### src/hdl/sts_pkg.sv
// Package for the spline tangent smoother: job descriptor type and fixed constants.
// No dependencies.
package sts_pkg;

    localparam int TENSION_BITS = 16;
    localparam logic [15:0] TENSION_RESET = 16'd11010;

    // Register indexes of the configuration port.
    localparam logic REG_CLOSED_LOOP = 1'b0;
    localparam logic REG_TENSION = 1'b1;

    // Wide working widths: coordinates up to 32 bits, differences 33,
    // squares 66, sums of squares 67, roots 34, distance sums 35.
    localparam int DW = 34;          // difference magnitude width
    localparam int SW = 68;          // sum of squares width
    localparam int RW = 35;          // root width
    localparam int KW = 52;          // tension * distance sum
    localparam int NUMW = 88;        // k * |d| + half
    localparam int QW = 64;          // quotient width

    // One request for the back end: the three points and where the result goes.
    typedef struct packed {
        logic signed [31:0] qx;
        logic signed [31:0] qy;
        logic signed [31:0] px;
        logic signed [31:0] py;
        logic signed [31:0] rx;
        logic signed [31:0] ry;
        logic [31:0] idx;
        logic zero;     // open end point: controls are (0, 0)
        logic last;
    } job_t;

endpackage

### src/hdl/sts_queue.sv
// Two-entry job queue between front and back end of the smoother.
// Depends on sts_pkg.
module sts_queue import sts_pkg::*; (
    input  logic aclk,
    input  logic aresetn,
    input  logic in_valid,
    output logic in_ready,
    input  job_t in_job,
    output logic out_valid,
    input  logic out_ready,
    output job_t out_job
);

    job_t mem_reg [2];
    logic wp_reg, rp_reg;
    logic [1:0] fill_reg;

    assign in_ready = (fill_reg != 2'd2);
    assign out_valid = (fill_reg != 2'd0);
    assign out_job = mem_reg[rp_reg];

    always_ff @(posedge aclk) begin
        if (in_valid && in_ready) mem_reg[wp_reg] <= in_job;
    end

    // Pointers and fill level.
    always_ff @(posedge aclk) begin
        if (!aresetn) begin
            wp_reg <= 1'b0;
            rp_reg <= 1'b0;
            fill_reg <= 2'd0;
        end else begin
            if (in_valid && in_ready) wp_reg <= !wp_reg;
            if (out_valid && out_ready) rp_reg <= !rp_reg;
            fill_reg <= fill_reg + 2'(in_valid && in_ready) - 2'(out_valid && out_ready);
        end
    end

endmodule

### config.mk
export PLATFORM = sky130hd
export DESIGN_NAME = sts_queue
export DESIGN_NICKNAME = d
export VERILOG_FILES = /design/src/hdl/sts_pkg.sv /design/src/hdl/sts_queue.sv
export SDC_FILE = /design/constraint.sdc
export NUM_CORES = 1
export LEC_CHECK = 0
export ABC_AREA = 1
export BUFFER_PORTS_ARGS = -buffer_cell sky130_fd_sc_hd__buf_4
export CAP_MARGIN = 20
export CORE_MARGIN = 10
export CORE_UTILIZATION = 47
export CTS_CLUSTER_DIAMETER = 50
export CTS_CLUSTER_SIZE = 30
export DETAILED_ROUTE_END_ITERATION = 16
export PLACE_DENSITY = 0.75
export SYNTH_ARGS = -nofsm -noshare
export SYNTH_HDL_FRONTEND = slang
export SYNTH_SLANG_ARGS = --single-unit
### constraint.sdc
create_clock -name aclk -period 12.28 [get_ports aclk]
set_clock_uncertainty 0.1 [all_clocks]
set_input_delay 1.842 -clock aclk [delete_from_list [all_inputs] [get_ports aclk]]
set_output_delay 1.842 -clock aclk [all_outputs]
set_load 0.03 [all_outputs]
==> impl_metrics.env <==
export IMPL_crit_path_frequent_cell="buf_4"
export IMPL_busiest_layer="met2"
export IMPL_grt_use_met1_pct=19.8
export IMPL_finalCritPeriodShare_pct=48.0
export IMPL_netlist_instances=739
export IMPL_drt_pass1_iter_count=4
export IMPL_drtIter0Drc=615
export IMPL_numCtsBuffers=37
export IMPL_grt_max_degree=81
export IMPL_rsz0062_at_grt="false"
export IMPL_yosysSeqAreaShare_pct=79.9
export IMPL_drt_wl_total_microns=40400
export IMPL_cts_buffer_depth=3
export IMPL_worstPathRequired_ns=10.34
export IMPL_ir_worst_vdd_mv=0.149
export IMPL_r2r_slack_ns=8.54
export IMPL_area_sequential_sq_um=13700
export IMPL_met2_usage_pct=28.8
export IMPL_layout_cells_non_filler=1712
export IMPL_leakagePower_nw=8.55
export IMPL_clkTransAtPathRegs_ns=0.07
export IMPL_ys_types=13
export IMPL_slowest_delay_ns=0.91
export IMPL_routedWlPerCell_microns=23.6
export IMPL_r2r_start="fill_reg[0]$_SDFF_PN0_"
export IMPL_worst_pin_slew_ns=1.03
export IMPL_post_route_cell_area_sq_um=22300
export IMPL_hp_class="reg -> reg"
export IMPL_cts_setup_buffers=0
export IMPL_synth_area_per_cell_sq_um=23.1
export IMPL_p_per_area_nw_per_um2=219
export IMPL_cts_sinks=457
export IMPL_core_area_sq_um=35700
export IMPL_slew_violations=0
export IMPL_holdPathEnd="rp_reg$_SDFFE_PN0P_"
export IMPL_max_freq_mhz=170
export IMPL_status="finished clean"
export IMPL_ys_warn_count=0
export IMPL_p_int_w=0.00328
export IMPL_clkPwrFrac_pct=25.2
export IMPL_synth_fp_nets=970
export IMPL_synth_seq_cells=457
export IMPL_nets=1451
export IMPL_syn_area_sq_um=17100
export IMPL_hold_viol_final=0
export IMPL_critPathSlowestCell="dfxtp_4"
export IMPL_antenna_found_initial=8
export IMPL_placed_cells=1641
export IMPL_combPwrFrac_pct=32.6
export IMPL_drive_above_1_share_pct=60.9
export IMPL_grt_pass1_wl_microns=58200
export IMPL_globalplace_congestion=0.822
export IMPL_ant_nets=0
export IMPL_crit_path_start_kind="flip-flop"
export IMPL_hpwl_microns=29500
export IMPL_drt_vias_per_instance=5.06
export IMPL_timing_rr_end="mem_reg[0][153]$_DFFE_PP_"
export IMPL_finalSetupViolCount=0
export IMPL_num_rows=69
export IMPL_die_h_microns=211
export IMPL_io_buffers=457
export IMPL_clock_latency_ns=0.54
export IMPL_root_buffer="clkbuf_16"
export IMPL_crit_type="reg -> out"
export IMPL_reg2regPathDepth=6
export IMPL_p_seq_share_pct=42.2
export IMPL_p_switching_w=0.00160
export IMPL_cts_tree="yes"
export IMPL_cp_arrival_ns=3.96
export IMPL_largest_register_ffs=452
export IMPL_cts_hold_buffers_added=0
export IMPL_mostFrequentLayoutCell="buf_4"
export IMPL_slew_headroom_pct=31.0
export IMPL_fp_dieArea_sq_um=44400
export IMPL_grt_ovfl_total=0
export IMPL_grt_pass1_vias=9255
export IMPL_hold_start="rp_reg$_SDFFE_PN0P_"
export IMPL_htreeDepth=2
export IMPL_totalNegativeSetupSlack_ns=0
export IMPL_critical_path_max_fanout=70
export IMPL_netSwitchingFraction_pct=32.8
export IMPL_io_pins=458
export IMPL_grt_usage_pct=17.4
export IMPL_vias=8655
export IMPL_fin_crit_ns=5.90
export IMPL_fill_cells=2519
export IMPL_maxCapViolations=0
export IMPL_final_cell_mix="466 x buf_4, 452 x edfxtp_1, 140 x mux2_4"
export IMPL_hold_path_depth=2
export IMPL_end_kind="output pin"
export IMPL_die_w_microns=211
export IMPL_start_util_pct=47.9
export IMPL_drc=0
export IMPL_grt_util_met3_pct=7.92
export IMPL_placed_area_sq_um=21000
export IMPL_crit_chain="buf_4 > buf_4 > mux2_2 > buf_4"
export IMPL_area_growth_pct=30.3
export IMPL_cts_resized=0
export IMPL_multi_input_area_sq_um=3190
## kinds of logic (layout without fill, tap and decap cells)
group	after synthesis	in the layout	synth area share (%)
AOI/OAI and AO/OA	1	1	0.0292
DFF	457	457	79.9
xor gates and xnor gates	1	1	0.0512
other	0	3	0
adders and majority gates	1	1	0.0731
muxes	226	226	17.9
buffers and inverters	32	541	1.51
and+or+nand+nor	21	21	0.468
## cell type report
class / instances / area share [%]
inverter: 7 / 0.118
clock inverter: 30 / 1.65
antenna: 3 / 0.0337
multi-input combinational: 250 / 14.3
tap: 461 / 2.59
timing repair buffer: 467 / 15.8
sequential: 457 / 61.3
clock buffer: 37 / 4.15
## worst max path at each step
stage / end / cells after the start
global route: out_job[3] / 4
finish: out_job[1] / 4
global placement: out_job[3] / 4
CTS: out_job[1] / 4
floorplan: mem_reg[1][0]$_DFFE_PP_ / 2
detailed placement: out_job[8] / 4
## metal layers
metal	wire (microns)	part of all wire, %
met1	14800	37
met2	19800	49
met3	4630	11
met4	1080	2.7
met5	57	0.14
## Yosys cell counts
cell      instances  area [sq um]
nand2_1          11          41.3
nor2_1            9          33.8
xnor2_1           1          8.76
a21oi_1           1          5.00
edfxtp_1        452         13600
mux2_2           86           968
mux2_4          140          2100
buf_2             8          40.0
inv_1             7          26.3
ha_1              1          12.5
buf_6            17           191
dfxtp_1           5           100
nand3_1           1          5.00
## metrics by stage
stage / utilization [%] / power, W / setup WS (ns) / hold WS, ns
after floorplan: - / 0.00318 / 3.80 / 0.367
after global placement: 58.7 / 0.00368 / 6.99 / 0.381
after detailed placement: 58.7 / 0.00370 / 6.92 / 0.420
after CTS: 62.3 / 0.00493 / 6.33 / 0.460
after global routing: 62.4 / 0.00506 / 6.19 / 0.490
final: 62.4 / 0.00488 / 6.38 / 0.448
## critical path: cells and delay by family (launching register included)
kind / cells / cell delay (ns)
flip-flops: 1 / 0.91
buffers and inverters: 3 / 1.91
multiplexers: 1 / 0.42
## power by group through the flow
stage / combinational (W) / sequential (W) / clock [W]
4_1_cts: 0.00160 / 0.00206 / 0.00126
3_5_place_dp: 0.00160 / 0.00210 / 0
5_1_grt: 0.00166 / 0.00208 / 0.00132
2_1_floorplan: 0.00108 / 0.00209 / 0
6_report: 0.00159 / 0.00206 / 0.00123
3_3_place_gp: 0.00159 / 0.00209 / 0
Power figures use the tool's default switching activity.
