### src/hdl/sts_pkg.sv
// Package for the spline tangent smoother: job descriptor type and fixed constants.
// No dependencies.
package sts_pkg;

    localparam int TENSION_BITS = 16;
    localparam logic [15:0] TENSION_RESET = 16'd11010;

    // Register indexes of the configuration port.
    localparam logic REG_CLOSED_LOOP = 1'b0;
    localparam logic REG_TENSION = 1'b1;

    // Wide working widths: coordinates up to 32 bits, differences 33,
    // squares 66, sums of squares 67, roots 34, distance sums 35.
    localparam int DW = 34;          // difference magnitude width
    localparam int SW = 68;          // sum of squares width
    localparam int RW = 35;          // root width
    localparam int KW = 52;          // tension * distance sum
    localparam int NUMW = 88;        // k * |d| + half
    localparam int QW = 64;          // quotient width

    // One request for the back end: the three points and where the result goes.
    typedef struct packed {
        logic signed [31:0] qx;
        logic signed [31:0] qy;
        logic signed [31:0] px;
        logic signed [31:0] py;
        logic signed [31:0] rx;
        logic signed [31:0] ry;
        logic [31:0] idx;
        logic zero;     // open end point: controls are (0, 0)
        logic last;
    } job_t;

endpackage

### src/hdl/sts_front.sv
// Front end of the spline tangent smoother: tracks the list and issues jobs.
// Depends on sts_pkg.
module sts_front import sts_pkg::*; #(
    parameter int INDEX_BITS = 16,
    parameter int COORD_BITS = 24
) (
    input  logic                         aclk,
    input  logic                         aresetn,
    input  logic                         closed_loop,
    input  logic                         s_valid,
    output logic                         s_ready,
    input  logic signed [COORD_BITS-1:0] s_point_x,
    input  logic signed [COORD_BITS-1:0] s_point_y,
    input  logic                         s_last_point,
    output logic                         j_valid,
    input  logic                         j_ready,
    output job_t                         j_job
);

    localparam logic [INDEX_BITS-1:0] MAX_IDX = {INDEX_BITS{1'b1}};

    logic signed [31:0] older_x_reg, older_y_reg, newer_x_reg, newer_y_reg;
    logic signed [31:0] head_x_reg, head_y_reg, second_x_reg, second_y_reg;
    logic [INDEX_BITS-1:0] seen_reg;
    logic closed_reg;

    // Jobs of the point being issued, one per cycle while the queue takes them.
    job_t jobs_reg [3];
    logic [1:0] count_reg, pos_reg;
    logic busy_reg;

    logic signed [31:0] cx, cy;
    logic cl, first, second, last;
    job_t j0, j1, j2;
    logic [1:0] cnt;

    assign cx = 32'(s_point_x);
    assign cy = 32'(s_point_y);
    assign last = s_last_point;
    assign first = (seen_reg == '0);
    assign second = (seen_reg == INDEX_BITS'(1));
    assign cl = first ? closed_loop : closed_reg;
    assign s_ready = !busy_reg;

    // Build the list of results that this point causes.
    always_comb begin
        job_t jm, je, ja, jb;
        jm = '{qx: older_x_reg, qy: older_y_reg, px: newer_x_reg, py: newer_y_reg,
               rx: cx, ry: cy, idx: 32'(seen_reg - INDEX_BITS'(1)), zero: 1'b0,
               last: 1'b0};
        je = '{qx: 32'sd0, qy: 32'sd0, px: 32'sd0, py: 32'sd0, rx: 32'sd0, ry: 32'sd0,
               idx: 32'(seen_reg), zero: 1'b1, last: last};
        ja = '{qx: first ? cx : newer_x_reg, qy: first ? cy : newer_y_reg,
               px: cx, py: cy, rx: first ? cx : head_x_reg,
               ry: first ? cy : head_y_reg, idx: first ? 32'd0 : 32'(seen_reg),
               zero: 1'b0, last: first};
        jb = '{qx: cx, qy: cy, px: head_x_reg, py: head_y_reg,
               rx: second ? cx : second_x_reg, ry: second ? cy : second_y_reg,
               idx: 32'd0, zero: 1'b0, last: 1'b1};
        j0 = jm; j1 = jm; j2 = jm;
        cnt = 2'd0;
        if (!first && !second) begin
            j0 = jm;
            cnt = 2'd1;
        end
        if (!cl) begin
            if (first || last) begin
                if (cnt == 2'd0) j0 = je; else j1 = je;
                cnt = cnt + 2'd1;
            end
        end else if (last) begin
            if (first) begin
                j0 = ja;
                cnt = 2'd1;
            end else begin
                if (cnt == 2'd0) begin
                    j0 = ja; j1 = jb;
                end else begin
                    j1 = ja; j2 = jb;
                end
                cnt = cnt + 2'd2;
            end
        end
    end

    assign j_valid = busy_reg;
    assign j_job = jobs_reg[pos_reg];

    // List tracking on each accepted point.
    always_ff @(posedge aclk) begin
        if (!aresetn) begin
            seen_reg <= '0;
            closed_reg <= 1'b0;
            busy_reg <= 1'b0;
            count_reg <= 2'd0;
            pos_reg <= 2'd0;
            older_x_reg <= '0; older_y_reg <= '0;
            newer_x_reg <= '0; newer_y_reg <= '0;
            head_x_reg <= '0; head_y_reg <= '0;
            second_x_reg <= '0; second_y_reg <= '0;
        end else if (s_valid && s_ready) begin
            if (first) begin
                closed_reg <= closed_loop;
                head_x_reg <= cx;
                head_y_reg <= cy;
            end else if (second) begin
                second_x_reg <= cx;
                second_y_reg <= cy;
            end
            older_x_reg <= newer_x_reg;
            older_y_reg <= newer_y_reg;
            newer_x_reg <= cx;
            newer_y_reg <= cy;
            if (last) seen_reg <= '0;
            else if (seen_reg != MAX_IDX) seen_reg <= seen_reg + INDEX_BITS'(1);
            jobs_reg[0] <= j0;
            jobs_reg[1] <= j1;
            jobs_reg[2] <= j2;
            count_reg <= cnt;
            pos_reg <= 2'd0;
            busy_reg <= (cnt != 2'd0);
        end else if (busy_reg && j_ready) begin
            pos_reg <= pos_reg + 2'd1;
            if (pos_reg + 2'd1 == count_reg) busy_reg <= 1'b0;
        end
    end

    // A job is only offered for an occupied slot.
    a_pos: assert property (@(posedge aclk) disable iff (!aresetn)
        busy_reg |-> pos_reg < count_reg) else $error("job slot out of range");
    a_nobusy: assert property (@(posedge aclk) disable iff (!aresetn)
        busy_reg |-> !s_ready) else $error("point taken while issuing");
    a_cnt: assert property (@(posedge aclk) disable iff (!aresetn)
        busy_reg |-> count_reg != 2'd0) else $error("empty job list issued");

endmodule

### config.mk
export PLATFORM = sky130hd
export DESIGN_NAME = sts_front
export DESIGN_NICKNAME = d
export VERILOG_FILES = /design/src/hdl/sts_pkg.sv /design/src/hdl/sts_front.sv
export SDC_FILE = /design/constraint.sdc
export NUM_CORES = 2
export LEC_CHECK = 0
export ABC_AREA = 1
export BUFFER_PORTS_ARGS = -buffer_cell sky130_fd_sc_hd__buf_2
export CORE_MARGIN = 2
export CORE_UTILIZATION = 50
export DETAILED_ROUTE_END_ITERATION = 6
export PLACE_DENSITY_LB_ADDON = 0.25
export SETUP_SLACK_MARGIN = 0.5
export SLEW_MARGIN = 10
export SYNTH_ARGS = -nofsm -noshare
export SYNTH_HDL_FRONTEND = slang
export SYNTH_SLANG_ARGS = --single-unit
### constraint.sdc
create_clock -name aclk -period 33.4 [get_ports aclk]
set_clock_uncertainty 0.2 [all_clocks]
set_input_delay 1.67 -clock aclk [delete_from_list [all_inputs] [get_ports aclk]]
set_output_delay 1.67 -clock aclk [all_outputs]
set_load 0.005 [all_outputs]
==> flow_metrics.tcl <==
set metrics [dict create \
    end_kind "primary output" \
    wl_um 131000 \
    finalWorstSetupSlack_ns 27.62 \
    synth_top_area_share_pct 43.5 \
    core_mm2 0.0775 \
    min_path_cells 2 \
    ys_seq_area_share_pct 56.2 \
    antenna_found_initial 10 \
    setup-tns-final_ns 0 \
    yosys-top-cells-count "1,375 x nand2_1, 568 x edfxtp_1, 557 x a21oi_1" \
    timing.rr.end "jobs_reg[0][63]" \
    firstDrtPassIters 6 \
    hold_viol_final 0 \
    drc_errors 0 \
    dieHeight_um 284 \
    vias 34900 \
    synth_cell_types 36 \
    synth_mux_area_share_pct 0.307 \
    synth_fp_nets 4714 \
    grt_setup_unrepaired "false" \
    synthAdderAreaFrac_pct 0.192 \
    largest_reg_flops 568 \
    timing.final.crit_share_pct 17.3 \
    crit_type "flop to primary output" \
    drt-initial-drc-count 4573 \
    ys_async_sr_fraction_pct 0 \
    syn_inst 4654 \
    power.density_mw_per_mm2 69.5 \
    slew_viol_final 0 \
    p_leak_nw 17.5 \
    power_w 0.00303 \
    insertion_delay_ns 0.64 \
    status "finished clean" \
    synth_largest_area_cell "edfxtp_1" \
    post-dp-hpwl_um 74500 \
    final-setup-viol-count 0 \
    dp_slack_ns 27.60 \
    r2r_slack_ns 27.93 \
    drive_gt1_share_pct 10.7 \
    io_buffers 281 \
    synth_compound_area_share_pct 15.7 \
    crit_arrival_ns 3.91 \
    vias_per_cell 5.98 \
    cts_resized 0 \
    synth_top_family_by_area "simple AND/OR/NAND/NOR gates" \
    max_freq_ghz 0.173 \
    gp_congestion 0.860 \
    die_w_um 284 \
    critPathMaxFanout 74 \
    hp-class "flop to flop" \
    cts_setup_buffers 0 \
    avgSynthCellArea_um2 8.42 \
    timing.rr.start "seen_reg[0]" \
    grt_usage_pct 31.6 \
    synth.cell_area_mm2 0.0392 \
    holdPathEnd "head_x_reg[1]" \
    grt_pass1_vias 32600 \
    ir_worst_vdd_uv 51.7 \
    synth_seq_cells 816 \
    num_rows 102 \
    synth-edff-count 568 \
    maxCapViolations 0 \
    hold_path_startpoint "head_x_reg[1]" \
    tightest_slew_ns 1.21 \
    final_util_pct 56.3 \
    io_pins 282 \
    grt_max_degree 120 \
    overflow 0 \
    wl_per_cell_um 22.5 \
    die_area_mm2 0.0806 \
    cts_max_level 3 \
    synth_most_common_cell "nand2_1" \
    path_clk_slew_ns 0.06 \
    initial_core_util_pct 50.6 \
    layout.nets 4775 \
    period_needed_ns 5.78 \
    numCtsBuffers 85 \
    root_buffer "clkbuf_16" \
    cts_buffer_depth 3 \
    synth_area_leaders "edfxtp_1 44%, nand2_1 13%, dfxtp_1 13%" \
    drtAntennaViolNets 0 \
    synthSimpleGateAreaFrac_pct 20.5 \
    rr_worst_depth 13 \
    grt_pass1_wl_um 197000 \
    tritoncts "built" \
    max_slew_margin_pct 19.0 \
    hold_buffers 0 \
    cts.sinks 816 \
    holdWs_ns 0.263 \
    syn_to_final_growth_pct 11.2 \
    yosys.area_share.xor_xnor_pct 0.246 \
    cp-start-kind "flop" \
    critPathRequiredTime_ns 31.53 \
    synth_ff_type "edfxtp_1" \
    yosysWarnings 0 \
]
worst max-delay path, cell delays in order, from the launching register on:
cell	delay, ns
dfxtp_4	0.46
inv_6	0.63
buf_4	0.82
nand2_1	0.11
a21oi_1	0.93
buf_2	0.26
per-stage QoR:
stage / instances / area [um2]
4_1_cts: 5825 / 43600
3_3_place_gp: 5668 / 40700
2_1_floorplan: 4654 / 39200
6_report: 5833 / 43600
5_1_grt: 5828 / 43600
3_5_place_dp: 5668 / 40700
per-layer routing:
metal,up-vias,part of all wire [%],track usage [%]
li1,15900,-,-
met1,16500,39,42.2
met2,2125,45,50.5
met3,357,11,5.54
met4,6,4.6,14.4
met5,-,0.034,0
kinds of logic (layout without fill, tap and decap cells):
group | count (synthesis) | after routing
and+or+nand+nor | 1991 | 1991
AOI/OAI and AO/OA | 1192 | 1192
DFF | 816 | 816
buffers and inverters | 626 | 757
muxes | 12 | 12
xor gates and xnor gates | 11 | 11
adders and majority gates | 6 | 6
other | 0 | 8
final cells by class:
| cell class | count | area, um2 |
|---|---|---|
| clock inverter | 35 | 432 |
| inverter | 272 | 1040 |
| fill | 6947 | 33900 |
| antenna | 8 | 20.0 |
| sequential | 816 | 22000 |
| multi-input combinational | 3212 | 14500 |
| clock buffer | 122 | 2450 |
| tap | 1040 | 1300 |
| timing repair buffer | 328 | 1760 |
worst max-delay path by stage:
stage,startpoint,endpoint,slack (ns),cells past startpoint
2_1_floorplan,s_valid,jobs_reg[0][0],14.46,4
3_3_place_gp,s_last_point,jobs_reg[1][156],27.67,8
3_5_place_dp,s_last_point,jobs_reg[1][159],27.60,8
4_1_cts,flop,j_job[186],27.68,5
5_1_grt,flop,j_job[185],27.52,5
6_report,flop,j_job[190],27.62,5
layout by cell type (no fill, tap or decap), types with 3 or more instances in the layout:
cell       netlist  routed
nand2_1       1375    1370
edfxtp_1       568     568
a21oi_1        557     557
o21ai_0        443     443
nor2_1         313     309
buf_2          108     280
inv_1          262     260
dfxtp_1        248     246
nand3_1        239     239
o22ai_1        111     111
clkbuf_16        0      89
o21ai_1         64      64
buf_4           46      48
clkbuf_1       175      23
nand4_1         21      21
clkinv_2         0      18
nor2_4           6      12
mux2i_1         12      12
nand2_2          7      11
a211oi_1        11      11
nor3_1          10      10
clkbuf_8         0      10
xor2_1           9       9
bufinv_16        0       9
diode_2          0       8
nand2_4          6       6
ha_1             6       6
nor2_2           7       5
inv_2            8       5
clkinv_1         2       4
inv_4            0       3
inv_6            0       3
report_power, final:
| part | internal [W] | total (W) | switching [W] | leakage [nW] |
|---|---|---|---|---|
| clock network | 0.000582 | 0.000992 | 0.000411 | 1.42 |
| registers | 0.00125 | 0.00129 | 0.0000488 | 7.39 |
| logic | 0.000187 | 0.000744 | 0.000557 | 8.67 |
Power figures use the tool's default switching activity.
